`src/sv/ffsa_pkg.sv`:
```
// shared types and constants of the first-free slot allocator
package ffsa_pkg;

	localparam int S_DATA_W = 24;
	localparam int S_USER_W = 2;
	localparam int M_DATA_W = 48;
	localparam int CFG_W    = 9;

	localparam logic [CFG_W-1:0] SLOT_COUNT_RST = 9'd256;

	typedef enum logic [1:0] {
		ACT_RESERVE = 2'd0,
		ACT_RELEASE = 2'd1,
		ACT_QUERY   = 2'd2
	} action_t;

	// one item as it travels down the row of slot cells
	typedef struct packed {
		logic        valid;
		action_t     action;
		logic [15:0] id;
		logic [7:0]  idx;
		logic        ok;
		logic [7:0]  granted;
		logic [15:0] owner;
	} wave_t;

endpackage

```
`src/sv/ffsa_tally.sv`:
```
// end of the cell row: occupancy counter and output register
module ffsa_tally #(
	parameter int MAX_SLOTS = 256
) (
	input  logic                            clk,
	input  logic                            arst_n,
	input  ffsa_pkg::wave_t                 wave_in,
	input  logic [((($clog2(MAX_SLOTS+1)) > 9) ? $clog2(MAX_SLOTS+1) : 9)-1:0] active_cnt,
	output logic                            adv,
	output logic                            m_tvalid,
	input  logic                            m_tready,
	output logic [ffsa_pkg::M_DATA_W-1:0]   m_tdata,
	output logic                            m_tuser
);
	import ffsa_pkg::*;

	localparam int CNT_W = $clog2(MAX_SLOTS + 1);
	localparam int CW    = (CNT_W > 9) ? CNT_W : 9;

	logic             out_valid_q;
	logic             ok_q;
	logic [7:0]       granted_q;
	logic [15:0]      owner_q;
	logic [8:0]       free_q;
	logic [8:0]       used_q;
	logic [CNT_W-1:0] occ_q;
	logic [CNT_W-1:0] occ_d;
	logic [CW-1:0]    occ_w;
	logic [CW-1:0]    free_w;

	assign adv = !out_valid_q || m_tready;

	always_comb begin
		occ_d = occ_q;
		if (wave_in.valid && wave_in.ok) begin
			case (wave_in.action)
				ACT_RESERVE: occ_d = occ_q + 1'b1;
				ACT_RELEASE: begin
					if (occ_q != '0) begin
						occ_d = occ_q - 1'b1;
					end
				end
				default: begin
				end
			endcase
		end
		occ_w  = CW'(occ_d);
		free_w = (active_cnt > occ_w) ? (active_cnt - occ_w) : '0;
	end

	always_ff @(posedge clk or negedge arst_n) begin
		if (!arst_n) begin
			out_valid_q <= 1'b0;
			occ_q       <= '0;
		end else if (adv) begin
			out_valid_q <= wave_in.valid;
			if (wave_in.valid) begin
				occ_q <= occ_d;
			end
		end
	end

	always_ff @(posedge clk) begin
		if (adv && wave_in.valid) begin
			ok_q      <= wave_in.ok;
			granted_q <= wave_in.granted;
			owner_q   <= wave_in.owner;
			free_q    <= free_w[8:0];
			used_q    <= occ_w[8:0];
		end
	end

	assign m_tvalid = out_valid_q;
	assign m_tuser  = ok_q;
	assign m_tdata  = {6'b0, used_q, free_q, owner_q, granted_q};

	a_occ_bound: assert property (@(posedge clk) disable iff (!arst_n)
		occ_q <= CNT_W'(MAX_SLOTS))
		else $error("occupied count above table depth");

	a_fail_zero: assert property (@(posedge clk) disable iff (!arst_n)
		out_valid_q && !ok_q |-> granted_q == '0 && owner_q == '0)
		else $error("failed item carries a slot or an owner");

	a_reserve_count: assert property (@(posedge clk) disable iff (!arst_n)
		adv && wave_in.valid && wave_in.ok && wave_in.action == ACT_RESERVE
		|=> occ_q == $past(occ_q) + 1'b1)
		else $error("successful reserve did not bump the occupied count");

endmodule

```
`config.mk`:
```
export PLATFORM = sky130hd
export DESIGN_NAME = ffsa_tally
export DESIGN_NICKNAME = d
export VERILOG_FILES = /design/src/sv/ffsa_pkg.sv /design/src/sv/ffsa_tally.sv
export SDC_FILE = /design/constraint.sdc
export NUM_CORES = 1
export LEC_CHECK = 0
export BUFFER_PORTS_ARGS = -buffer_cell sky130_fd_sc_hd__clkbuf_2
export CORE_UTILIZATION = 43
export DETAILED_ROUTE_END_ITERATION = 6
export GPL_TIMING_DRIVEN = 0
export PLACE_DENSITY = 0.73
export SETUP_SLACK_MARGIN = 0.5
export SLEW_MARGIN = 20
export SYNTH_ARGS = -nofsm -noshare
export SYNTH_HDL_FRONTEND = slang
export SYNTH_SLANG_ARGS = --single-unit
```
`constraint.sdc`:
```
create_clock -name clk -period 3.3 [get_ports clk]
set_clock_uncertainty 0.1 [all_clocks]
set_input_delay 0.495 -clock clk [delete_from_list [all_inputs] [get_ports clk]]
set_output_delay 0.495 -clock clk [all_outputs]
set_load 0.02 [all_outputs]
```
# After elaboration in Yosys (flattened, before gate mapping)
# Index checks and enable logic that the tools add are counted.
# Widths: inputs -> output; s select.
totals:
  ff_bits: 53
  input_bits: 64
  elab_cells: 22
  out_inout_bits: 51
classes:
  order_cmp: 1
  mux: 3
  n_reduce_logical: 7
  add_sub_neg: 3
  n_eq_ne: 1
op_table:
  columns: ["cell", "n"]
  rows:
  - ["$mux 9", 2]
  - ["$pmux 9 s2", 1]
  - ["$add 9x1->9 const B", 1]
  - ["$gt 9x9->1", 1]
  - ["$reduce_bool 9->1", 1]
  - ["$sub 9x1->9 const B", 1]
  - ["$sub 9x9->9", 1]
  - ["$eq 2x1->1 const B", 1]
  - ["$logic_and 1x1->1", 2]
  - ["$logic_not 2->1", 1]
  - ["$reduce_and 2->1", 1]
  - ["$logic_not 1->1", 1]
  - ["$logic_or 1x1->1", 1]

# Depth between registers and ports, before layout
depth:
  word_depth: 5
  mapped_depth: 15
  ltp_nobuf: 15

# Worst setup path before layout
# No wires, ideal clock.
synth_timing:
  path_type: "reg2reg"
  startpoint: "register occ_q[1]"
  endpoint: "register free_q[2], data pin"
  path_stages_with_launch: 15
  required_time_ps: 3050
  synth_period_minus_slack_ps: 3461
  arrival_ps: 3211
  n_path_buf: 0
  setup_time_ps: 150
  slack_ps: -161
  cell_sequence: "dfrtp_1 > inv_1 > ha_1 > nor3b_1 > nand3b_1 > nand2_1 > or4_1 > mux2i_1 > o21a_1 > ha_1 > and2_1 > o22a_1 > o221ai_1 > maj3_2 > nor3_2"
synth_between:
  elab_chain_len: 5
  elab_cells_between_ends: 8
  classes_between: "3 x add/sub; 1 x order compare; 3 x mux; 1 x reduce/logical"
synth_rtl:
  columns: ["element", "line", "text"]
  rows:
  - ["start: declaration", "ffsa_tally.sv:26", "logic [CNT_W-1:0] occ_q;"]
  - ["start signal: assignment", "ffsa_tally.sv:54", "occ_q <= '0;"]
  - ["start signal: assignment", "ffsa_tally.sv:58", "occ_q <= occ_d;"]
  - ["$sub 9x1->9 or $reduce_bool 9->1 (tied branches)", "ffsa_tally.sv:40, ffsa_tally.sv:39", null]
  - ["$mux 9", "ffsa_tally.sv:39", "if (occ_q != '0) begin"]
  - ["$pmux 9 s2", "ffsa_tally.sv:36", "case (wave_in.action)"]
  - ["$mux 9 *", "ffsa_tally.sv:35", "if (wave_in.valid && wave_in.ok) begin"]
  - ["$sub 9x9->9 or $gt 9x9->1 (tied branches)", "ffsa_tally.sv:48", "free_w = (active_cnt > occ_w) ? (active_cnt - occ_w) : '0;"]
  - ["end signal: assignment", "ffsa_tally.sv:68", "free_q <= free_w[8:0];"]
  - ["end: declaration", "ffsa_tally.sv:24", "logic [8:0] free_q;"]
# Every way passes the cells marked *; elsewhere a longest branch is shown, timed or not.
# A chain may end at the register's enable or synchronous reset.

# Worst setup path in the final report
layout_timing:
  startpoint: "register occ_q[1]"
  endpoint: "register free_q[4], data pin"
# The elaborated chain is that of the path after synthesis.

==> metrics list <==
- Run status: finished with violations
- The checks that failed: negative setup slack.
- In this run the number of H-tree levels came out at 2.
- Number of buffers and inverters on the critical path: 1
- The filler cells instantiated in the layout total between 400 and 500.
- Boundary pin count: around 120
- Power spread over the standard cell area amounts to just under 700 nW/um^2.
- Detailed-route DRC error count: 0
* First-pass iteration count of the detailed router: 4
- For the worst setup path, the data required time is 3.36 ns.
* Clock insertion delay at the later pin of the skew report: 0.32 ns
- First-pass GRT wire length: ~10,000 um
- Counting every instance in the synthesized netlist gives about 240.
- After synthesis, the share of flip-flops with an asynchronous set or reset is between 10% and 20%.
- Post-route antenna net violation count: 0
- Post-route setup TNS: -1.12 ns
- Clock tree from TritonCTS: done
- IR analysis of the VDD net gives a maximum drop of ~0.34 mV.
- Worst min-delay path class: in -> reg
- In this design, the critical path's most frequently occurring cell is ha_4.
- Antenna violations before repair: 0
- Synthesis instantiated around 50 different standard cells from the library.
- Crit path cell chain: inv_4 -> ha_4 -> nor3b_4 -> nand3b_1 -> nand2_2 -> or4_4 -> mux2i_1 -> o21a_1 -> ha_4 -> and2_4 -> o22a_1 -> o221ai_2 -> maj3_2 -> a211oi_2
- 0 antenna diodes ended up in the layout.
- The die is 82.0 um tall.
* Post-synth EDFFs: 43
* Final cell count without fillers: 440
- Setup WS post-layout: -0.136 ns
* Synth Area per Inst: ~12 sq um
- DP HPWL: a little under 5000 um
- Among cell families on the critical path, the largest total delay comes from simple AND/OR/NAND/NOR gates.
- The tightest hold path in the finished design has a slack of roughly 0.26 ns.
- Count of endpoints failing hold in the final timing report: 0
- Critical path start-end classification: reg -> reg
- GRT Util Overall: 21.3%
* Total clock buffers created by CTS: 5
- Count of maximum capacitance violations: 0
- The die covers between 6000 and 7000 sq um.
- Multi-input gate area: between 1000 and 1500 sq um
- Final Max Tran Viols: 0
* Setup repair after global routing missed its margin: yes
- Drt wl/cell: 16.3 um
- Effective utilization at floorplan: 45.4%
- Via count of the first global-routing pass: approximately 2,200
- Crit path arrival time: about 3.5 ns
- Top cell type by total area after synthesis: edfxtp_1
- Number of setup violations in the final report: 9
- Maximum count of clock buffers along a single path: 2
- After detailed routing, the total wire length is between 7000 and 8000 um.
- For met3 alone, demand over resource in global routing was around 4.4%.
- Netlist area before placement: 2750 sq um
- Buffers on Ports: 83
- Yosys printed 0 warnings.
* Overflow left after global routing: 0
* Share of cells above drive strength 1: approximately 47%
* CP max stage cell: or4_4
* Clock slew at reported path FFs: 0.10 ns
- Placer congestion estimate: between 0.9 and 1
* Commonest non-fill, non-tap cell in the layout: clkbuf_2
- Synthesis inferred 53 register bits.
- Number of cells after detailed placement: slightly above 400
* Proportion of netlist area held by the largest area contributor: between 40% and 50%
- After detailed routing, the number of vias per cell comes to between 5 and 6.
- # rows: 28
* Crit path capture type: flop
- Critical path fanouts, max: 8
* Sequential cell area: about 1500 sq um
- Summing over every cut layer, the via total after detailed routing is roughly 2,400.
* Met2 track utilization from global routing: 36.2%
- Clock sink count: 53
- The most used flip-flop cell after synthesis is edfxtp_1.
- For this design the static power due to leakage is between 1.5 and 2 nW.
- In this run the tightest slew margin relative to its limit is 60.4%.
- In the global route stage, met1 resource usage came out at between 20% and 30%.
* Pin count of the biggest net entering global routing: 25
- The worst setup path is launched from a flop.
* Min Clock Period, post-route: 3.44 ns
- Root Buffer Master: clkbuf_8
- Number of DRC markers after the initial detailed-route iteration: 130
* Highest achievable clock rate: roughly 0.29 GHz
* Layout Nets: 440
- Most heavily used metal layer in global routing: met2
- Ranked by total cell area, the synthesized netlist is headed by edfxtp_1 47%, dfrtp_1 9.1%, ha_1 5.0%, nand2_1 2.6%, nor2_1 2.6%.
- Fraction of the yosys area taken by sequential cells: 56.1%
- Relative to the synthesized area, the layout overhead comes to 38.8%.
* Standard cell core area: about 6000 sq um
- Worst Tran Pin Value: 0.593 ns
- The largest single stage delay on the critical path is 0.44 ns.
* Die Wd: 82.0 um
- In the layout the commonest cells are 84 x clkbuf_2, 43 x edfxtp_1, 33 x buf_4.
- Final period utilization: 104%
## path summary, 6_finish.rpt
check	from	to	slack [ns]	cells past startpoint
hold reg to reg	occ_q[4]	occ_q[4]	0.51	2
max in group asynchronous	arst_n	occ_q[1]	2.37	2
setup reg to reg	occ_q[1]	free_q[4]	-0.14	14
hold / removal	wave_in[10]	owner_q[10]	0.26	1
min in group asynchronous	arst_n	occ_q[8]	0.48	2
setup / recovery	occ_q[1]	free_q[4]	-0.14	14
## cells by family (layout without fill, tap and decap cells)
family                   count (synthesis)  after routing  synth area share (%)
AO/OA/AOI/OAI                           53             53                  13.1
XOR/XNOR                                12             12                  3.82
adder cells (fa/ha/maj)                 13             13                  6.14
buffers and inverters                   29            150                  5.14
flip-flops                              53             53                  56.1
multiplexers                             3              3                  1.09
other                                    1              6                 0.136
AND/OR/NAND/NOR                         75             75                  14.5
## per-layer routing
layer,wire (um),vias up
met4,204,0
li1,-,1119
met3,606,15
met5,0,-
met1,2920,1089
met2,3430,134
## Yosys cell counts (4+ instances only)
cell,count
a211o_1,5
a21oi_1,12
buf_4,6
clkbuf_1,6
dfrtp_1,10
edfxtp_1,43
ha_1,11
inv_1,14
nand2_1,19
nand2b_1,4
nand3_1,6
nor2_1,19
nor2b_1,4
o21ai_0,10
o22ai_1,6
xnor2_1,8
xor2_1,4
## through the flow
| step | setup slack, ns | utilization, % | instance area (sq um) | power [mW] |
|---|---|---|---|---|
| 2_1_floorplan | -0.0159 | - | 2800 | 1.66 |
| 6_report | -0.136 | 63.0 | 3820 | 2.63 |
| 4_1_cts | -0.154 | 61.4 | 3720 | 2.52 |
| 3_5_place_dp | -0.548 | 55.0 | 3330 | 1.90 |
| 3_3_place_gp | -0.470 | 54.5 | 3310 | 1.87 |
| 5_1_grt | -0.354 | 63.0 | 3820 | 2.78 |
## report_power, final
part,internal [mW],switching [mW],leakage (nW)
clock,0.150,0.221,0.0374
combinational,0.634,0.716,1.12
sequential,0.862,0.0493,0.529
total,1.65,0.986,1.68
## timing repair
| item | in CTS | in global routing |
|---|---|---|
| setup endpoints to repair | 9 | 9 |
| gates resized for setup | 29 | 18 |
| setup buffers | 24 | 4 |
| hold buffers | 1 | 0 |
| pin swaps | 25 | 14 |
| hold endpoints to repair | 10 | 0 |
## layout make-up
class	count	share of cell area [%]
clock inverters	2	0.393
repair buffers	113	17.6
inverters	14	1.44
plain buffers	15	2.59
clock buffers	6	1.90
multi-input cells	162	33.2
flip-flops and latches	53	40.4
well taps	75	2.46
## worst register-to-register path, delay by kind of cell (launching register included)
kind                       cells  cell delay [ns]
and+or+nand+nor                5             1.02
AOI/OAI and AO/OA              4             0.71
buffers and inverters          1             0.05
DFF                            1             0.41
adders and majority gates      3             0.86
muxes                          1             0.14
## sequential cells by signal (all words and copies together) (netlist names)
register	flops
occ_q	9
m_tvalid	1
used_q	9
m_tuser	1
free_q	9
granted_q	8
owner_q	16
No activity file was read; power rests on OpenSTA's default activity.
