### src/sv/ffsa_pkg.sv
// shared types and constants of the first-free slot allocator
package ffsa_pkg;

	localparam int S_DATA_W = 24;
	localparam int S_USER_W = 2;
	localparam int M_DATA_W = 48;
	localparam int CFG_W    = 9;

	localparam logic [CFG_W-1:0] SLOT_COUNT_RST = 9'd256;

	typedef enum logic [1:0] {
		ACT_RESERVE = 2'd0,
		ACT_RELEASE = 2'd1,
		ACT_QUERY   = 2'd2
	} action_t;

	// one item as it travels down the row of slot cells
	typedef struct packed {
		logic        valid;
		action_t     action;
		logic [15:0] id;
		logic [7:0]  idx;
		logic        ok;
		logic [7:0]  granted;
		logic [15:0] owner;
	} wave_t;

endpackage

### src/sv/ffsa_cell.sv
// one slot cell: holds one owner id and acts on the item passing through
module ffsa_cell #(
	parameter int SLOT = 0,
	parameter int ID_W = 16
) (
	input  logic           clk,
	input  logic           arst_n,
	input  logic           adv,
	input  logic           in_range,
	input  ffsa_pkg::wave_t wave_in,
	output ffsa_pkg::wave_t wave_out
);
	import ffsa_pkg::*;

	logic [ID_W-1:0] owner_q;
	logic [ID_W-1:0] owner_d;
	wave_t           wave_s1;
	wave_t           wave_d;
	logic            hit;
	logic            empty;
	logic            take_res;

	assign hit   = (32'(wave_in.idx) == 32'(SLOT));
	assign empty = (owner_q == '0);

	always_comb begin
		wave_d   = wave_in;
		owner_d  = owner_q;
		take_res = 1'b0;
		if (wave_in.valid && in_range) begin
			case (wave_in.action)
				ACT_RESERVE: begin
					// first empty slot grabs the id, later cells see ok already set
					if (!wave_in.ok && wave_in.id != '0 && empty) begin
						take_res       = 1'b1;
						owner_d        = wave_in.id[ID_W-1:0];
						wave_d.ok      = 1'b1;
						wave_d.granted = 8'(SLOT);
					end
				end
				ACT_RELEASE: begin
					if (hit && !empty) begin
						owner_d      = '0;
						wave_d.ok    = 1'b1;
						wave_d.owner = 16'(owner_q);
					end
				end
				ACT_QUERY: begin
					if (hit) begin
						wave_d.ok    = 1'b1;
						wave_d.owner = 16'(owner_q);
					end
				end
				default: begin
				end
			endcase
		end
	end

	always_ff @(posedge clk or negedge arst_n) begin
		if (!arst_n) begin
			owner_q <= '0;
			wave_s1 <= '0;
		end else if (adv) begin
			owner_q <= owner_d;
			wave_s1 <= wave_d;
		end
	end

	assign wave_out = wave_s1;

	a_claim_fills: assert property (@(posedge clk) disable iff (!arst_n)
		adv && take_res |=> owner_q != '0)
		else $error("slot claimed by a reserve reads as empty");

	a_ok_sticky: assert property (@(posedge clk) disable iff (!arst_n)
		adv && wave_in.valid && wave_in.ok |=> wave_s1.valid && wave_s1.ok)
		else $error("item lost its success mark in a cell");

endmodule

### config.mk
export PLATFORM = sky130hd
export DESIGN_NAME = ffsa_cell
export DESIGN_NICKNAME = d
export VERILOG_FILES = /design/src/sv/ffsa_pkg.sv /design/src/sv/ffsa_cell.sv
export SDC_FILE = /design/constraint.sdc
export NUM_CORES = 1
export LEC_CHECK = 0
export BUFFER_PORTS_ARGS = -buffer_cell sky130_fd_sc_hd__buf_4
export CAP_MARGIN = 10
export CORE_MARGIN = 3
export CORE_UTILIZATION = 44
export DETAILED_ROUTE_END_ITERATION = 10
export HOLD_SLACK_MARGIN = 0.05
export PLACE_DENSITY_LB_ADDON = 0.08
export SYNTH_ARGS = -nofsm -noshare
export SYNTH_HDL_FRONTEND = slang
export SYNTH_SLANG_ARGS = --single-unit
export TNS_END_PERCENT = 30
### constraint.sdc
create_clock -name clk -period 2.2 [get_ports clk]
set_input_delay 0.11 -clock clk [delete_from_list [all_inputs] [get_ports clk]]
set_output_delay 0.11 -clock clk [all_outputs]
set_load 0.01 [all_outputs]
* Word-level counts from Yosys, hierarchy flattened
Cells that the tools add are included.
W data, S select, Z words.
** Word-level totals
- Input port bits :: 56
- Bits in latches :: 0
- RAM bits :: 0
- ROM bits :: 0
- Output and inout port bits :: 52
- Flip-flop bits (word level) :: 68
- Word-level logic and storage cells :: 36
- Memories :: 0
** Cells by class
- Muxes and demuxes :: 12
- Divide/modulo/power cells :: 0
- Bitwise gates (word level) :: 0
- Reductions and logical operators :: 12
- $mul :: 0
- Equality and inequality tests :: 4
- Order comparisons :: 0
- Shift-type cells :: 0
- Add/sub/neg operators :: 0
** Operator list (count)
- $mux W16 :: 4
- $pmux W16 S2 :: 2
- $mux W25 :: 1
- $logic_not A16 Y1 :: 1
- $reduce_bool A16 Y1 :: 1
- $mux W9 :: 1
- $logic_not A8 Y1 :: 1
- $mux W8 :: 1
- $reduce_and A5 Y1 :: 1
- $logic_and A1 B1 Y1 :: 4
- $ne A2 B2 Y1 const B :: 2
- $pmux W1 S3 :: 1
- $eq A2 B1 Y1 const B :: 1
- $eq A2 B2 Y1 const B :: 1
- $logic_not A1 Y1 :: 2
- $logic_not A2 Y1 :: 1
- $mux W1 :: 2
- $reduce_bool A2 Y1 :: 1

* Logic depth before layout (Yosys ltp)
Gate-level depths: netlist of the first run.
- Depth after elaboration :: 6
- Mapped depth :: 7
- Gate-level depth less buffers :: 6

* Least setup slack after synthesis of the first run
Ideal clock, no wire load.
- Kind :: flip-flop to flip-flop
- Start :: register owner_q[11]
- End :: register owner_q[0]
- Buffers on the path :: 1
- Library setup time :: 0.121 ns
- Data required time :: 2.079 ns
- Arrival time :: 2.164 ns
- Stages on the path, launching flop included :: 7
- Slack :: -0.085 ns
- Period minus slack after synthesis :: 2.285 ns
- Path through :: dfrtp_1 -> nor4_1 -> nand4_1 -> or4b_4 -> a221o_1 -> buf_6 -> a22o_1
** On the way
- Word-level cells in the longest chain between the ends :: 5
- Elaborated cells between the ends (all ways) :: 7
- Those cells by class :: eq/ne: 2; reduce/logical: 5
** Ends and longest elaborated chain
- from (decl) :: line ffsa_cell.sv:15 : logic [ID_W-1:0] owner_q;
- from (signal assigned) :: line ffsa_cell.sv:65 : owner_q <= owner_d;
- $logic_not A16 Y1 * :: line ffsa_cell.sv:24 : assign empty = (owner_q == '0);
- $logic_not A1 Y1 :: line ffsa_cell.sv:42 : if (hit && !empty) begin
- $logic_and A1 B1 Y1 :: line ffsa_cell.sv:42
- $ne A2 B2 Y1 (no source line)
- $reduce_and A5 Y1 (no source line) *
Mark *: on every way between the ends. The rest lies on a longest branch, timed or not.
A chain may end at the register's enable or synchronous reset.

* Final worst setup path of the first run
- Start :: register owner_q[2]
- End :: register owner_q[9]
Same word-level chain as after synthesis.

==> results of run 1 <==
synth_stat cells (all sizes together), types with 2 or more instances:
| cell type | count |
|---|---|
| a21oi | 2 |
| a221o | 17 |
| a22o | 24 |
| buf | 4 |
| clkbuf | 6 |
| dfrtp | 68 |
| ha | 4 |
| inv | 3 |
| mux2 | 27 |
| nand2 | 3 |
| nand4 | 2 |
| nor2b | 17 |
| nor3 | 2 |
| nor4 | 10 |
| o21ai | 2 |
critical path, stage by stage (launching register included):
cell and delay (ns):
dfrtp_1 0.39, nor4_2 0.29, nand4_1 0.17, or4b_4 0.51, a221o_1 0.32, buf_6 0.16
a22o_1 0.23
area by class of cell:
| class | count | area, sq um | area share |
|---|---|---|---|
| clock buffer | 13 | 169 | 0.0366 |
| clock inverter | 3 | 67.6 | 0.0146 |
| inverter | 4 | 15.0 | 0.00325 |
| multi-input combinational | 122 | 1080 | 0.235 |
| sequential | 68 | 1700 | 0.369 |
| tap | 75 | 93.8 | 0.0203 |
| timing repair buffer | 180 | 1490 | 0.322 |
power groups by stage:
stage	Sequential, mW	Clock, mW	Combinational [mW]
after floorplan	1.54	0	0.270
after global placement	1.50	0	0.751
after detailed placement	1.50	0	0.763
after CTS	1.49	1.21	0.846
after global routing	1.51	1.26	0.923
final	1.49	1.18	0.852
timing repair:
| action | 4_1_cts | 5_1_grt |
|---|---|---|
| endpoints found under the setup margin | 16 | 24 |
| hold buffers | 52 | 0 |
| buffers inserted | 0 | 0 |
| pin swaps | 2 | 3 |
| endpoints found under the hold margin | 135 | 0 |
| resized for setup | 3 | 2 |
metrics by stage:
step                      worst slack, ns   util
after floorplan                   -0.0570      -
after global placement           -0.00285  0.633
after detailed placement          -0.0443  0.633
after CTS                         0.00732  0.760
after global routing               -0.101  0.761
final                             0.00233  0.761
final timing paths:
kind                                                  to  slack [ns]  depth (start not counted)
max in group asynchronous       wave_out[46]$_DFFE_PN0P_        1.21                          2
worst min register to register  wave_out[51]$_DFFE_PN0P_        0.51                          1
worst min-delay path            wave_out[24]$_DFFE_PN0P_        0.14                          3
worst max register to register    owner_q[9]$_DFFE_PN0P_       0.002                          6
min in group asynchronous       wave_out[11]$_DFFE_PN0P_        0.43                          2
worst max-delay path              owner_q[9]$_DFFE_PN0P_       0.002                          6
sequential cells by signal, indices dropped and copies added, names as in the netlist:
register  count
wave_out     52
owner_q      16
cells by family (layout without fill, tap and decap cells):
| family | after synthesis | count (layout) | synth area share |
|---|---|---|---|
| flip-flops | 68 | 68 | 0.604 |
| AO/OA/AOI/OAI | 51 | 51 | 0.159 |
| AND/OR/NAND/NOR | 40 | 40 | 0.0897 |
| multiplexers | 27 | 27 | 0.108 |
| buffers and inverters | 14 | 200 | 0.0217 |
| adder cells (fa/ha/maj) | 4 | 4 | 0.0178 |
per-layer routing:
metal  up-vias  global-route usage  routed length [um]
met2        82               0.338                3690
met5         -                   0                   0
met4         0              0.0835                  55
met3         6              0.0509                 529
met1      1181               0.305                3480
li1       1150                   -                   -
==> run summary, run 1 <==
HP Class -> in -> reg
Synth top area share -> 0.604
most common cell after layout, fill and taps aside -> buf_4
gr ovfl total -> 0
arrival time worst endpoint -> 2.41 ns
antenna cells -> 0
Tot Pwr -> 3.52 mW
Synth Cell Area -> 2820 sq um
Non-Filler Instances -> 465
die area -> 7400 sq um
main area contributors after synthesis -> dfrtp_1, mux2_2, a22o_1
vias in the first global route -> 2573
clk_skew -> 0.00781 ns
post-route setup TNS -> 0 ns
WL per Instance -> 16.7 um
Antenna Nets Post-Route -> 0
TritonCTS buffer count -> 9
Design Area, Final -> 4610 sq um
Worst-path clk slew -> 0.07 ns
CTS tree -> built
I/O Buffers -> 107
FMAX -> 0.455 GHz
All-Layer GR Usage -> 0.220
crit path kind -> reg -> reg
Layout Nets -> 445
commonest non-fill, non-tap cells in the layout -> buf_4, dfrtp_1, dlygate4sd3_1, mux2_2, a22o_1
Setup crit start kind -> flop
synthesized area per cell -> 13.8 sq um
routed via count -> 2419
Yosys reg bits -> 68
DIE HEIGHT -> 86.0 um
Fillers -> 392
Least-Margin Pin Slew -> 0.840 ns
Bufs on Longest Clock Path -> 2
clock group share of total power -> 0.335
Switching Share -> 0.251
iteration-0 DRC count of the detailed router -> 148
hold path start -> wave_in[24]
Final Hold Viols -> 0
Critical Path End Type -> flop
Tmin final -> 2.20 ns
Routed Wire Length -> 7750 um
Max Cap Viol -> 0
Pwr Density -> 763 nW/um^2
Slew Limit Fails -> 0
Psw -> 0.884 mW
clock root cell -> clkbuf_8
main flop type after synthesis -> dfrtp_1
outcome -> completed
Max rail drop VDD -> 0.565 mV
largest net degree at the start of global routing -> 69
first-pass GRT wire length -> 12700 um
floorplan row count -> 28
Comb power frac -> 0.242
post-synth top area cell -> dfrtp_1
crit path max fanout -> 16
CTS sink cnt -> 68
YS warnings -> 0
die width -> 86.0 um
Min Hold Slack -> 0.145 ns
WP data required -> 2.41 ns
DRC -> 0
post-synthesis async set-or-reset flop share -> 1.00
Internal -> 2.64 mW
Top Ports -> 108
DR vias/cell -> 5.20
DP Area -> 3830 sq um
EDFF count, synth -> 0
Starting Density -> 0.465
post-synthesis sequential area ratio -> 0.604
layout cells sized above 1 -> 0.454
Setup Viol. Count Final -> 0
Mapped Nets -> 264
reg2reg start -> owner_q[2]$_DFFE_PN0P_
H-Tree Depth -> 3
Slew HR -> 0.440
initial antenna violation count -> 0
period utilisation layout -> 0.999
Pre-antenna DRT Iters -> 4
Yosys cell types -> 31
global placement routability congestion -> 0.749
DP Cell Count -> 397
Core ar. -> 6060 sq um
Clock Latency Late Sink -> 0.33 ns
dpl hpwl -> 5060 um
CP startpoint -> owner_q[2]$_DFFE_PN0P_
P&R area growth vs syn -> 63.7%
Post-Syn Instances -> 204
Reg power frac -> 0.423
leakage power -> 2.19 nW
RSZ-0062 raised after global routing -> yes
Power figures use the tool's default switching activity.
==> run 2: changes to the inputs <==
--- a/config.mk
+++ b/config.mk
@@ -11,7 +11,7 @@
 export CORE_UTILIZATION = 44
 export DETAILED_ROUTE_END_ITERATION = 10
 export HOLD_SLACK_MARGIN = 0.05
-export PLACE_DENSITY_LB_ADDON = 0.08
+export PLACE_DENSITY = 0.76
 export SYNTH_ARGS = -nofsm -noshare
 export SYNTH_HDL_FRONTEND = slang
 export SYNTH_SLANG_ARGS = --single-unit
==> run summary, run 2 (same netlist as run 1, synthesis figures left out) <==
outcome -> complete, but fails checks
failing checks -> negative setup slack
WL per Instance -> 17.4 um
DR vias/cell -> 5.37
leakage power -> 2.22 nW
WP data required -> 2.42 ns
Final Hold Viols -> 0
Starting Density -> 0.465
reg2reg start -> owner_q[0]$_DFFE_PN0P_
I/O Buffers -> 107
arrival time worst endpoint -> 2.46 ns
layout cells sized above 1 -> 0.471
floorplan row count -> 28
crit path max fanout -> 8
Slew Limit Fails -> 0
CTS tree -> built
die area -> 7400 sq um
crit path kind -> reg -> reg
Worst Slack Setup Final -> -0.0386 ns
Most Used Layer, Global Route -> met2
Critical Path End Type -> flop
Clock Latency Late Sink -> 0.33 ns
first-pass GRT wire length -> 13300 um
register-to-register setup slack -> -0.04 ns
Max rail drop VDD -> 0.630 mV
dpl hpwl -> 5400 um
crit path to -> owner_q[0]$_DFFE_PN0P_
most common cell after layout, fill and taps aside -> buf_4
gr ovfl total -> 0
minimum setup slack after placement -> -0.0206 ns
Slew HR -> 0.438
commonest non-fill, non-tap cells in the layout -> buf_4, dfrtp_1, dlygate4sd3_1, mux2_2, a22o_1
met2 Use GR -> 0.372
Top Ports -> 108
Worst-path clk slew -> 0.07 ns
Pwr Density -> 806 nW/um^2
clock root cell -> clkbuf_8
Non-Filler Instances -> 468
CTS sink cnt -> 68
fin util -> 0.776
Layout Nets -> 448
FMAX -> 0.447 GHz
period utilisation layout -> 1.02
All-Layer GR Usage -> 0.232
initial antenna violation count -> 0
met1 Resource Use GR -> 0.290
TritonCTS buffer count -> 9
Pre-antenna DRT Iters -> 4
post-route setup TNS -> -0.414 ns
die width -> 86.0 um
H-Tree Depth -> 3
DP Cell Count -> 397
largest net degree at the start of global routing -> 69
RR Endpoint -> owner_q[0]$_DFFE_PN0P_
HP Class -> in -> reg
Tot Pwr -> 3.79 mW
CP startpoint -> owner_q[0]$_DFFE_PN0P_
vias in the first global route -> 2701
Tmin final -> 2.24 ns
antenna cells -> 0
DRC -> 0
clk_skew -> 0.00658 ns
DIE HEIGHT -> 86.0 um
Core ar. -> 6060 sq um
max reg flops -> 52
iteration-0 DRC count of the detailed router -> 124
global placement routability congestion -> 0.803
routed via count -> 2511
Setup Viol. Count Final -> 16
Least-Margin Pin Slew -> 0.844 ns
P&R area growth vs syn -> 66.8%
RSZ-0062 raised after global routing -> yes
reg2reg path depth -> 6
Setup crit start kind -> flop
Antenna Nets Post-Route -> 0
met3 usage -> 0.0538
Routed Wire Length -> 8120 um
Max Cap Viol -> 0
Bufs on Longest Clock Path -> 2
## run 2: worst min-delay path by stage
stage / slack (ns) / end / startpoint / depth (start not counted)
detailed placement: 0.27 / wave_out[16]$_DFFE_PN0P_ / arst_n / 1
global route: 0.17 / wave_out[24]$_DFFE_PN0P_ / wave_in[24] / 3
global placement: 0.27 / wave_out[17]$_DFFE_PN0P_ / arst_n / 1
CTS: 0.13 / wave_out[24]$_DFFE_PN0P_ / wave_in[24] / 3
floorplan: -0.19 / owner_q[0]$_DFFE_PN0P_ / arst_n / 0
finish: 0.14 / wave_out[24]$_DFFE_PN0P_ / wave_in[24] / 3
## run 2: stage by stage
stage	instance area (sq um)	hold slack, ns
5_1_grt	4700	0.166
2_1_floorplan	2820	-0.186
3_3_place_gp	3830	0.266
4_1_cts	4670	0.130
3_5_place_dp	3830	0.273
6_report	4700	0.141
## run 2: layer usage
metal,share of wire,vias to the layer above
met5,0,-
met4,0.026,0
met3,0.049,22
met2,0.50,83
met1,0.42,1247
li1,-,1159
## run 2: area by class of cell
class	count	area, sq um
inverter	4	15.0
clock inverter	6	135
clock buffer	10	138
multi-input combinational	122	1110
tap	75	93.8
timing repair buffer	183	1510
fill	377	1360
sequential	68	1700
## run 2: repair_timing
item,CTS,global route
endpoints found under the hold margin,135,0
endpoints found under the setup margin,16,40
resized for setup,5,5
buffers inserted,2,1
pin swaps,1,6
hold buffers,52,0
## run 2: worst max-delay path: stages (launching register included)
cell     delay (ns)
dfrtp_1        0.40
nor4_2         0.29
nand4_1        0.17
or4b_4         0.52
a221o_1        0.37
buf_6          0.16
a22o_1         0.23
## run 2: power by group
part | switching, mW | internal, mW
combinational | 0.373 | 0.556
clock | 0.471 | 0.898
sequential | 0.0939 | 1.40
total | 0.938 | 2.85
